$ cat src/sv/sclm_pkg.sv
// Shared types, constants and the entry compare function of the command line matcher.
`timescale 1ns / 1ps
`default_nettype none

package sclm_pkg;

  // Defaults for the top-level parameters
  localparam int LineCapacityDefault = 32;
  localparam int EntryCountDefault   = 4;

  // Fixed geometry
  localparam int MaxEntries  = 4;
  localparam int PrefixBytes = 8;
  localparam int TextW       = 8 * PrefixBytes;
  localparam int LenW        = 4;
  localparam int CfgIdxW     = 3;

  localparam logic [7:0] CrByte = 8'h0D;

  // Reset contents of the entry registers ("nop", three bytes)
  localparam logic [TextW-1:0] Entry0TextReset = 64'h0000_0000_0070_6F6E;
  localparam logic [LenW-1:0]  Entry0LenReset  = 4'd3;

  // Register select: index bit 0 picks text or length of an entry
  localparam logic CfgSelText   = 1'b0;
  localparam logic CfgSelLength = 1'b1;

  typedef enum logic [1:0] {
    EV_OVERFLOW = 2'd0,
    EV_MATCH    = 2'd1,
    EV_INVALID  = 2'd2
  } event_kind_e;

  typedef logic [PrefixBytes-1:0][7:0] prefix_t;

  // Job handed from the front to the back
  typedef struct packed {
    logic    overflow;
    prefix_t line;
  } job_t;

  // Front-to-queue push interface
  typedef struct packed {
    logic valid;
    job_t job;
  } push_t;

  // True when the line prefix matches the entry. Compare stops early once
  // both sides hold a zero byte; length zero never matches.
  function automatic logic line_matches(prefix_t line, logic [TextW-1:0] text,
                                        logic [LenW-1:0] len);
    logic [LenW-1:0] n;
    logic            ok;
    logic            zero_seen;
    logic [7:0]      b;
    n         = (len > LenW'(PrefixBytes)) ? LenW'(PrefixBytes) : len;
    ok        = 1'b1;
    zero_seen = 1'b0;
    for (int i = 0; i < PrefixBytes; i++) begin
      b = text[8*i +: 8];
      if (LenW'(i) < n) begin
        if (!(line[i] == b) && !zero_seen) begin
          ok = 1'b0;
        end
      end
      zero_seen = zero_seen | (line[i] == 8'h00);
    end
    return (len != '0) && ok;
  endfunction

endpackage

`default_nettype wire

$ cat src/sv/sclm_fifo.sv
// Small FIFO that decouples the line collector from the matcher.
`timescale 1ns / 1ps
`default_nettype none

module sclm_fifo #(
  parameter int Width = 8,
  parameter int Depth = 2
) (
  input  wire logic             clk_i,
  input  wire logic             rst_ni,
  input  wire logic             push_i,
  input  wire logic [Width-1:0] push_data_i,
  output logic                  full_o,
  input  wire logic             pop_i,
  output logic                  empty_o,
  output logic [Width-1:0]      pop_data_o
);
  localparam int PtrW = (Depth > 1) ? $clog2(Depth) : 1;
  localparam int CntW = $clog2(Depth + 1);

  logic [Width-1:0] mem_q [Depth];
  logic [PtrW-1:0]  wr_ptr_q, wr_ptr_d, rd_ptr_q, rd_ptr_d;
  logic [CntW-1:0]  cnt_q, cnt_d;
  logic             do_push, do_pop;

  assign full_o     = (cnt_q == CntW'(Depth));
  assign empty_o    = (cnt_q == '0);
  assign do_push    = push_i && !full_o;
  assign do_pop     = pop_i && !empty_o;
  assign pop_data_o = mem_q[rd_ptr_q];

  // Pointer and fill count update
  always_comb begin
    wr_ptr_d = wr_ptr_q;
    rd_ptr_d = rd_ptr_q;
    cnt_d    = cnt_q;
    if (do_push) begin
      wr_ptr_d = (wr_ptr_q == PtrW'(Depth - 1)) ? '0 : wr_ptr_q + 1'b1;
    end
    if (do_pop) begin
      rd_ptr_d = (rd_ptr_q == PtrW'(Depth - 1)) ? '0 : rd_ptr_q + 1'b1;
    end
    if (do_push && !do_pop) begin
      cnt_d = cnt_q + 1'b1;
    end else if (do_pop && !do_push) begin
      cnt_d = cnt_q - 1'b1;
    end
  end

  always_ff @(posedge clk_i or negedge rst_ni) begin
    if (!rst_ni) begin
      wr_ptr_q <= '0;
      rd_ptr_q <= '0;
      cnt_q    <= '0;
    end else begin
      wr_ptr_q <= wr_ptr_d;
      rd_ptr_q <= rd_ptr_d;
      cnt_q    <= cnt_d;
    end
  end

  // Storage, no reset needed
  always_ff @(posedge clk_i) begin
    if (do_push) begin
      mem_q[wr_ptr_q] <= push_data_i;
    end
  end

endmodule

`default_nettype wire

$ cat src/sv/sclm_front.sv
// Line collector: stores received bytes and issues compare or overflow jobs.
`timescale 1ns / 1ps
`default_nettype none

module sclm_front #(
  parameter int LineCapacity = sclm_pkg::LineCapacityDefault
) (
  input  wire logic          clk_i,
  input  wire logic          rst_ni,
  input  wire logic          in_valid_i,
  output logic               in_ready_o,
  input  wire logic [7:0]    rx_byte_i,
  input  wire logic          queue_full_i,
  output sclm_pkg::push_t    push_o
);
  import sclm_pkg::*;

  localparam int CntW = $clog2(LineCapacity + 1);

  logic [CntW-1:0] line_count_q, line_count_d;
  prefix_t         line_prefix_q, line_prefix_d;
  logic            accept, at_capacity, is_cr;

  assign in_ready_o  = !queue_full_i;
  assign accept      = in_valid_i && in_ready_o;
  assign at_capacity = (line_count_q == CntW'(LineCapacity));
  assign is_cr       = (rx_byte_i == CrByte);

  // Job toward the matcher
  always_comb begin
    push_o.valid         = accept && (at_capacity || is_cr);
    push_o.job.overflow  = at_capacity;
    push_o.job.line      = line_prefix_q;
  end

  // Line store update: clear on a finished or overflowed line, else append
  always_comb begin
    line_count_d  = line_count_q;
    line_prefix_d = line_prefix_q;
    if (accept) begin
      if (at_capacity || is_cr) begin
        line_count_d  = '0;
        line_prefix_d = '0;
      end else begin
        line_count_d = line_count_q + 1'b1;
        for (int i = 0; i < PrefixBytes; i++) begin
          if (32'(line_count_q) == i) begin
            line_prefix_d[i] = rx_byte_i;
          end
        end
      end
    end
  end

  always_ff @(posedge clk_i or negedge rst_ni) begin
    if (!rst_ni) begin
      line_count_q  <= '0;
      line_prefix_q <= '0;
    end else begin
      line_count_q  <= line_count_d;
      line_prefix_q <= line_prefix_d;
    end
  end

endmodule

`default_nettype wire

$ cat src/sv/sclm_back.sv
// Matcher: holds the entry registers, compares queued lines, drives the result register.
`timescale 1ns / 1ps
`default_nettype none

module sclm_back #(
  parameter int EntryCount = sclm_pkg::EntryCountDefault
) (
  input  wire logic                          clk_i,
  input  wire logic                          rst_ni,
  input  wire logic                          cfg_we_i,
  input  wire logic [sclm_pkg::CfgIdxW-1:0]  cfg_index_i,
  input  wire logic [sclm_pkg::TextW-1:0]    cfg_data_i,
  input  wire logic                          queue_empty_i,
  input  wire sclm_pkg::job_t                job_i,
  output logic                               pop_o,
  output logic                               out_valid_o,
  input  wire logic                          out_ready_i,
  output logic [1:0]                         event_kind_o,
  output logic [1:0]                         entry_index_o
);
  import sclm_pkg::*;

  logic [TextW-1:0] text_q [EntryCount];
  logic [LenW-1:0]  len_q  [EntryCount];
  logic [EntryCount-1:0] hit;

  logic        out_valid_q;
  event_kind_e kind_q, kind_d;
  logic [1:0]  idx_q, idx_d;

  // Entry registers
  for (genvar k = 0; k < EntryCount; k++) begin : g_entry
    always_ff @(posedge clk_i or negedge rst_ni) begin
      if (!rst_ni) begin
        text_q[k] <= (k == 0) ? Entry0TextReset : '0;
        len_q[k]  <= (k == 0) ? Entry0LenReset  : '0;
      end else if (cfg_we_i && (cfg_index_i[CfgIdxW-1:1] == 2'(k))) begin
        if (cfg_index_i[0] == CfgSelText) begin
          text_q[k] <= cfg_data_i;
        end else if (cfg_index_i[0] == CfgSelLength) begin
          len_q[k] <= cfg_data_i[LenW-1:0];
        end
      end
    end

    assign hit[k] = line_matches(job_i.line, text_q[k], len_q[k]);
  end

  // Take a job whenever the result register is free or being drained
  assign pop_o = !queue_empty_i && (!out_valid_q || out_ready_i);

  // First matching entry wins
  always_comb begin
    kind_d = EV_INVALID;
    idx_d  = '0;
    if (job_i.overflow) begin
      kind_d = EV_OVERFLOW;
    end else begin
      for (int k = EntryCount - 1; k >= 0; k--) begin
        if (hit[k]) begin
          kind_d = EV_MATCH;
          idx_d  = 2'(k);
        end
      end
    end
  end

  // Result register
  always_ff @(posedge clk_i or negedge rst_ni) begin
    if (!rst_ni) begin
      out_valid_q <= 1'b0;
    end else if (pop_o) begin
      out_valid_q <= 1'b1;
    end else if (out_ready_i) begin
      out_valid_q <= 1'b0;
    end
  end

  always_ff @(posedge clk_i) begin
    if (pop_o) begin
      kind_q <= kind_d;
      idx_q  <= idx_d;
    end
  end

  assign out_valid_o   = out_valid_q;
  assign event_kind_o  = kind_q;
  assign entry_index_o = idx_q;

endmodule

`default_nettype wire

$ cat src/sv/serial_command_line_matcher.sv
// Serial command line matcher top level: line collector, job queue, matcher.
// Throughput: one received byte per cycle; in_ready_o drops only while the
// two-entry job queue is full, i.e. when results are not being taken.
// After its terminating byte is transferred, a line's job is written to the queue
// and popped into the result register, which then shows the result as valid.
// Reset clears the line store, the queue and the result register at once and
// loads the entry registers with "nop" (length 3) in entry 0, zero elsewhere.
`timescale 1ns / 1ps
`default_nettype none

module serial_command_line_matcher #(
  parameter int LineCapacity = sclm_pkg::LineCapacityDefault,
  parameter int EntryCount   = sclm_pkg::EntryCountDefault
) (
  input  wire logic                          clk_i,
  input  wire logic                          rst_ni,
  input  wire logic                          in_valid_i,
  output logic                               in_ready_o,
  input  wire logic [7:0]                    rx_byte_i,
  output logic                               out_valid_o,
  input  wire logic                          out_ready_i,
  output logic [1:0]                         event_kind_o,
  output logic [1:0]                         entry_index_o,
  input  wire logic                          cfg_we_i,
  input  wire logic [sclm_pkg::CfgIdxW-1:0]  cfg_index_i,
  input  wire logic [sclm_pkg::TextW-1:0]    cfg_data_i
);
  import sclm_pkg::*;

  localparam int JobW = $bits(job_t);

  push_t           push;
  logic            queue_full, queue_empty, pop;
  logic [JobW-1:0] head_bits;
  job_t            head_job;

  assign head_job = job_t'(head_bits);

  sclm_front #(
    .LineCapacity(LineCapacity)
  ) u_front (
    .clk_i       (clk_i),
    .rst_ni      (rst_ni),
    .in_valid_i  (in_valid_i),
    .in_ready_o  (in_ready_o),
    .rx_byte_i   (rx_byte_i),
    .queue_full_i(queue_full),
    .push_o      (push)
  );

  sclm_fifo #(
    .Width(JobW),
    .Depth(2)
  ) u_queue (
    .clk_i      (clk_i),
    .rst_ni     (rst_ni),
    .push_i     (push.valid),
    .push_data_i(push.job),
    .full_o     (queue_full),
    .pop_i      (pop),
    .empty_o    (queue_empty),
    .pop_data_o (head_bits)
  );

  sclm_back #(
    .EntryCount(EntryCount)
  ) u_back (
    .clk_i        (clk_i),
    .rst_ni       (rst_ni),
    .cfg_we_i     (cfg_we_i),
    .cfg_index_i  (cfg_index_i),
    .cfg_data_i   (cfg_data_i),
    .queue_empty_i(queue_empty),
    .job_i        (head_job),
    .pop_o        (pop),
    .out_valid_o  (out_valid_o),
    .out_ready_i  (out_ready_i),
    .event_kind_o (event_kind_o),
    .entry_index_o(entry_index_o)
  );

endmodule

`default_nettype wire

$ cat config.mk
export PLATFORM = sky130hd
export DESIGN_NAME = serial_command_line_matcher
export DESIGN_NICKNAME = d
export VERILOG_FILES = /design/src/sv/sclm_pkg.sv /design/src/sv/sclm_fifo.sv /design/src/sv/sclm_front.sv /design/src/sv/sclm_back.sv /design/src/sv/serial_command_line_matcher.sv
export SDC_FILE = /design/constraint.sdc
export NUM_CORES = 1
export LEC_CHECK = 0
export ABC_CLOCK_PERIOD_IN_PS = 12100
export BUFFER_PORTS_ARGS = -buffer_cell sky130_fd_sc_hd__buf_2
export CAP_MARGIN = 40
export CORE_UTILIZATION = 45
export DETAILED_ROUTE_END_ITERATION = 16
export GPL_TIMING_DRIVEN = 0
export PLACE_DENSITY_LB_ADDON = 0.05
export SLEW_MARGIN = 20
export SYNTH_ARGS = -nofsm -noshare
export SYNTH_HDL_FRONTEND = slang
export SYNTH_SLANG_ARGS = --single-unit
$ cat constraint.sdc
create_clock -name clk_i -period 12.1 [get_ports clk_i]
set_clock_uncertainty 0.05 [all_clocks]
set_input_delay 2.42 -clock clk_i [delete_from_list [all_inputs] [get_ports clk_i]]
set_output_delay 2.42 -clock clk_i [all_outputs]
set_load 0.02 [all_outputs]
Word level (Yosys, flattened, before mapping)
Memories as Yosys holds them, arrays and structs flattened.
Cells that the tools add are included.

word-level totals
  word-level logic and storage cells = 340
  input port bits = 80
  bits in writable memories = 130
  output and inout bits = 6
  bits in registers = 351
  memories = 1

cells by class
  equal/unequal tests = 45
  add/subtract/negate cells = 5
  order comparisons = 36
  mux-type cells = 93
  reductions and logical operators = 128
  bitwise operators = 7

memories
  memory         depth  bits a word  read ports  clocked after Yosys merged registers in  wr ports  RTL line         text
  u_queue.mem_q  2      65           1           0                                        1         sclm_fifo.sv:21  logic [Width-1:0] mem_q [Depth];

operator list
  operator               count
  $eq A8 B8 Y1           32
  $mux W1                74
  $lt A3 B4 Y1 const A   16
  $mux W64               1
  $mux W8                8
  $logic_not A8 Y1       7
  $logic_and A1 B1 Y1    43
  $logic_not A1 Y1       40
  $lt A1 B4 Y1 const A   8
  $lt A2 B4 Y1 const A   8
  $reduce_and A2 Y1      16
  $eq A6 B3 Y1 const B   4
  $reduce_bool A2 Y1     10
  $gt A4 B4 Y1 const B   4
  $mux W4                4
  $reduce_bool A4 Y1     4
  $eq A6 B2 Y1 const B   2
  $mux W2                5
  $eq A8 B4 Y1 const B   1
  $add A6 B1 Y6 const B  1
  $eq A2 B2 Y1 const B   3
  $eq A6 B1 Y1 const B   1
  $eq A6 B6 Y1 const B   1
  $logic_not A6 Y1       1
  12 further kinds       20

Longest topological paths before layout
  word-level depth = 23
  mapped depth = 11
  depth with buffers taken out = 10

Cells and area by module
Synthesis repeated with hierarchy kept, for this count alone.

unflattened totals
  cells, all modules = 1533
  area total of the unflattened synthesis = 21991.1 um^2

modules (own cells, without submodules)
  module      instances  area an instance (um^2)  cells an instance
  sclm_back   1          13977.2                  1079
  sclm_fifo   1          5048.6                   221
  sclm_front  1          2965.3                   233

Worst setup path before layout
No wires, ideal clock.

  path kind = input -> register
  start point = in rx_byte_i[5]
  end point = mem u_queue.mem_q[0][0] (netlist bit), enable pin
  stages on the path = 7
  path slack = 5.340 ns
  buffers on the path = 2
  arrival = 6.221 ns
  setup time = 0.489 ns
  cells stage by stage = nor4_1 -> nand4_1 -> nand2_1 -> nand2_1 -> clkbuf_1 -> clkbuf_1 -> nor2_1

on the way
  cells in the longest elaborated chain, start to end = 6

ends and longest elaborated chain
  element                        RTL line                           text
  start: declaration             serial_command_line_matcher.sv:19  input wire logic [7:0] rx_byte_i,
  $eq A8 B4 Y1                   sclm_front.sv:27                   assign is_cr = (rx_byte_i == CrByte);
  $logic_or A1 B1 Y1             sclm_front.sv:31                   push_o.valid = accept && (at_capacity || is_cr);
  $logic_and A1 B1 Y1            sclm_front.sv:31
  $logic_and A1 B1 Y1            sclm_fifo.sv:28                    assign do_push = push_i && !full_o;
  $mux W1                        sclm_fifo.sv:64                    if (do_push) begin
  $mux W1 (implied by the code)  sclm_fifo.sv:65                    mem_q[wr_ptr_q] <= push_data_i;
  end: declaration               sclm_fifo.sv:21

Every way passes these cells.

Final worst setup path
  start point = in rx_byte_i[5]
  end point = mem u_queue.mem_q[0][36] (netlist bit), enable pin

Same word-level chain as after synthesis.

==> results.cfg <==
[setup_path]
slowest_delay_ns = 0.62
crit_chain = buf_2 -> nor4_1 -> nand4_1 -> nand2_1 -> nand2_1 -> clkbuf_1 -> clkbuf_1 -> nor2_4 -> buf_12
required_ns = 12.34
path_class = primary input to register
startpoint = rx_byte_i[5]
critPathBufInv = 4
path_max_fanout = 24
end_kind = register
critical-path-top-delay-family = simple AND/OR/NAND/NOR gates
critPathSlowestCell = nor2_4
reg2reg_depth = 10
crit_cells = 9
timing.rr.start = u_queue.rd_ptr_q
arrival_ns = 5.04
start_kind = primary input

[worst_hold_path]
hp-class = register to register
holdPathStages = 0
holdCritStartpoint = u_front.push_o[15]

[route]
post_drt_via_cell_ratio = 5.43
drt-total-wl_um = 54700
drtPass1Iterations = 5
drtAntennaViolNets = 0
drcViolationCount = 0
wire_per_inst_um = 23.0
drt_iter0_drc = 921
num_vias = 12939

[floorplanning]
die_w_um = 221
coreArea_sq_um = 47600
pin_count = 86
dieArea_sq_um = 49000
num_rows = 80
start_util = 0.454
die_h_um = 221

[pwr]
p_leak_nw = 9.81
p_per_area_nw_per_um2 = 208
ir_worst_vdd_v = 0.000134

[final_layout]
drive_above_1_share = 0.294
area_growth_pct = 15.1
layout_commonest_cell = dfrtp_1
final_cell_mix = dfrtp_1 (331), mux2_2 (272), xnor2_1 (155)
layout.cells.non_filler = 2382
fin_nets = 1806
fin_util = 0.523

[logic_synthesis]
synth_edf_count = 134
postSynth.asyncResetShare = 0.721
ys_seq_area_frac = 0.588
syn-num-nets = 1651
yosysWarnings = 0
synthFlopType = dfrtp_1
synthDistinctLibCells = 55
synth_area_sq_um = 21700
synth_area_per_cell_sq_um = 13.8
synth_area_leaders = dfrtp_1 (38%), edfxtp_1 (19%), mux2_2 (14%), xnor2_1 (6.3%), xor2_1 (4.3%)
syn_inst = 1566
yosys_register_bits = 481
yosys.area.top_type = dfrtp_1
yosysTopAreaCellShare = 0.383

[timing]
tightest_slew_ns = 0.891
fmax_mhz = 208
hold_viol_final = 0
holdWs_ns = 0.424
grt_setup_unrepaired = false
period_minus_slack_ns = 4.80
setup_ws_ns = 7.30
setup_viol = 0
period_share = 0.397
fin_setup_tns_ns = 0
drv_slew = 0
relSlewSlack = 0.401

[placement]
dpl.hpwl_um = 39600
dp_cells = 2280
post-place-ws_ns = 6.68
io_buffers = 83
routabilityCongestion = 0.848

[clock_network]
clock_path_buffers = 3
clkSlewWorstSetupHoldPaths_ns = 0.06
numCtsBuffers = 53
h-tree-depth = 2
cts_root_buf = clkbuf_16
post_cts_resized = 0
cts_tree = yes
cts_sinks = 481
postCtsSetupRepairBufs = 0
clk_latency_ns = 0.60
cts_hold_buf = 0

[grt]
grt_max_degree = 91
grt_pass1_vias = 13494
grt_antenna_before_repair = 2
track_usage = 0.228
grt_pass1_wl_um = 83800
grt-ovfl-total = 0

[run]
cap_violations = 0

[outcome]
status = finished clean
==> flip-flops by register name, summed over array words and instances, names as in the netlist, 2 cells and up <==
name and flops:
u_queue.cnt_q 2, u_back.entry_index_o 2, u_back.text_q 256, u_back.len_q 16
u_queue.mem_q 130, u_front.line_count_q 6, u_front.push_o 64, u_back.event_kind_o 2
==> final cells by class <==
class                      instances  area (sq um)
inverter                          15          56.3
multi-input combinational       1014          8620
antenna                            1          2.50
clock buffer                      79          1510
timing repair buffer             100           723
sequential                       481         12700
buffer                            56           275
fill                            4132         22700
clock inverter                    21           251
tap                              615           769
==> worst reg2reg max path, delay by kind of cell, from the launching register on <==
family          cells  cell delay, ns
compound gates      2            0.51
xor+xnor            1            0.11
buf+inv             3            0.60
simple gates        3            1.41
flops               1            0.34
mux                 1            0.49
==> cells in the mapped netlist (all sizes together) (3+ instances only) <==
| cell type | n |
|---|---|
| nand2b | 8 |
| xor2 | 106 |
| edfxtp | 134 |
| clkbuf | 47 |
| nor3b | 3 |
| nor4 | 56 |
| dfrtp | 331 |
| nand3 | 89 |
| mux2 | 272 |
| a21oi | 19 |
| nor2 | 21 |
| mux2i | 65 |
| o21a | 3 |
| nand4 | 30 |
| inv | 15 |
| xnor2 | 155 |
| dfstp | 16 |
| ha | 5 |
| a211oi | 5 |
| o211ai | 5 |
| nor3 | 18 |
| and3 | 3 |
| buf | 9 |
| nand2 | 39 |
| o21ai | 86 |
| nand4b | 3 |
==> logic make-up (layout without fill, tap and decap cells) <==
logic type / Yosys count / count (layout) / synth area share
buf+inv: 71 / 271 / 0.0153
mux: 337 / 337 / 0.185
flops: 481 / 481 / 0.588
compound gates: 133 / 133 / 0.0349
simple gates: 278 / 278 / 0.0691
fa+ha+maj: 5 / 5 / 0.00289
xor+xnor: 261 / 261 / 0.106
other cells: 0 / 1 / 0
==> metal layers <==
metal,vias up,track usage,share of wire
li1,5998,-,-
met3,100,0.0355,0.044
met2,274,0.359,0.46
met1,6567,0.317,0.46
met5,-,0,0
met4,0,0.0916,0.037
==> through the flow <==
step | instance area [sq um] | power, mW
2_1_floorplan | 21700 | 3.19
3_3_place_gp | 22800 | 3.55
3_5_place_dp | 23200 | 3.59
4_1_cts | 24900 | 5.25
5_1_grt | 24900 | 5.45
6_report | 24900 | 5.19
==> where the power goes <==
| part | internal (mW) | switching (mW) | total (mW) |
|---|---|---|---|
| clock | 0.986 | 0.651 | 1.64 |
| combinational | 0.608 | 0.650 | 1.26 |
| sequential | 2.05 | 0.246 | 2.30 |
| total | 3.64 | 1.55 | 5.19 |
==> final timing paths <==
check,to,slack (ns)
min in group asynchronous,u_back.text_q[38],1.66
min,u_queue.mem_q[0][15],0.42
max,u_queue.mem_q[0][36],7.30
min reg2reg,u_queue.mem_q[0][15],0.42
max reg2reg,u_back.event_kind_o[1],8.34
max in group asynchronous,u_back.text_q[205],8.84
Note: power is estimated with default switching activity, not from simulation.
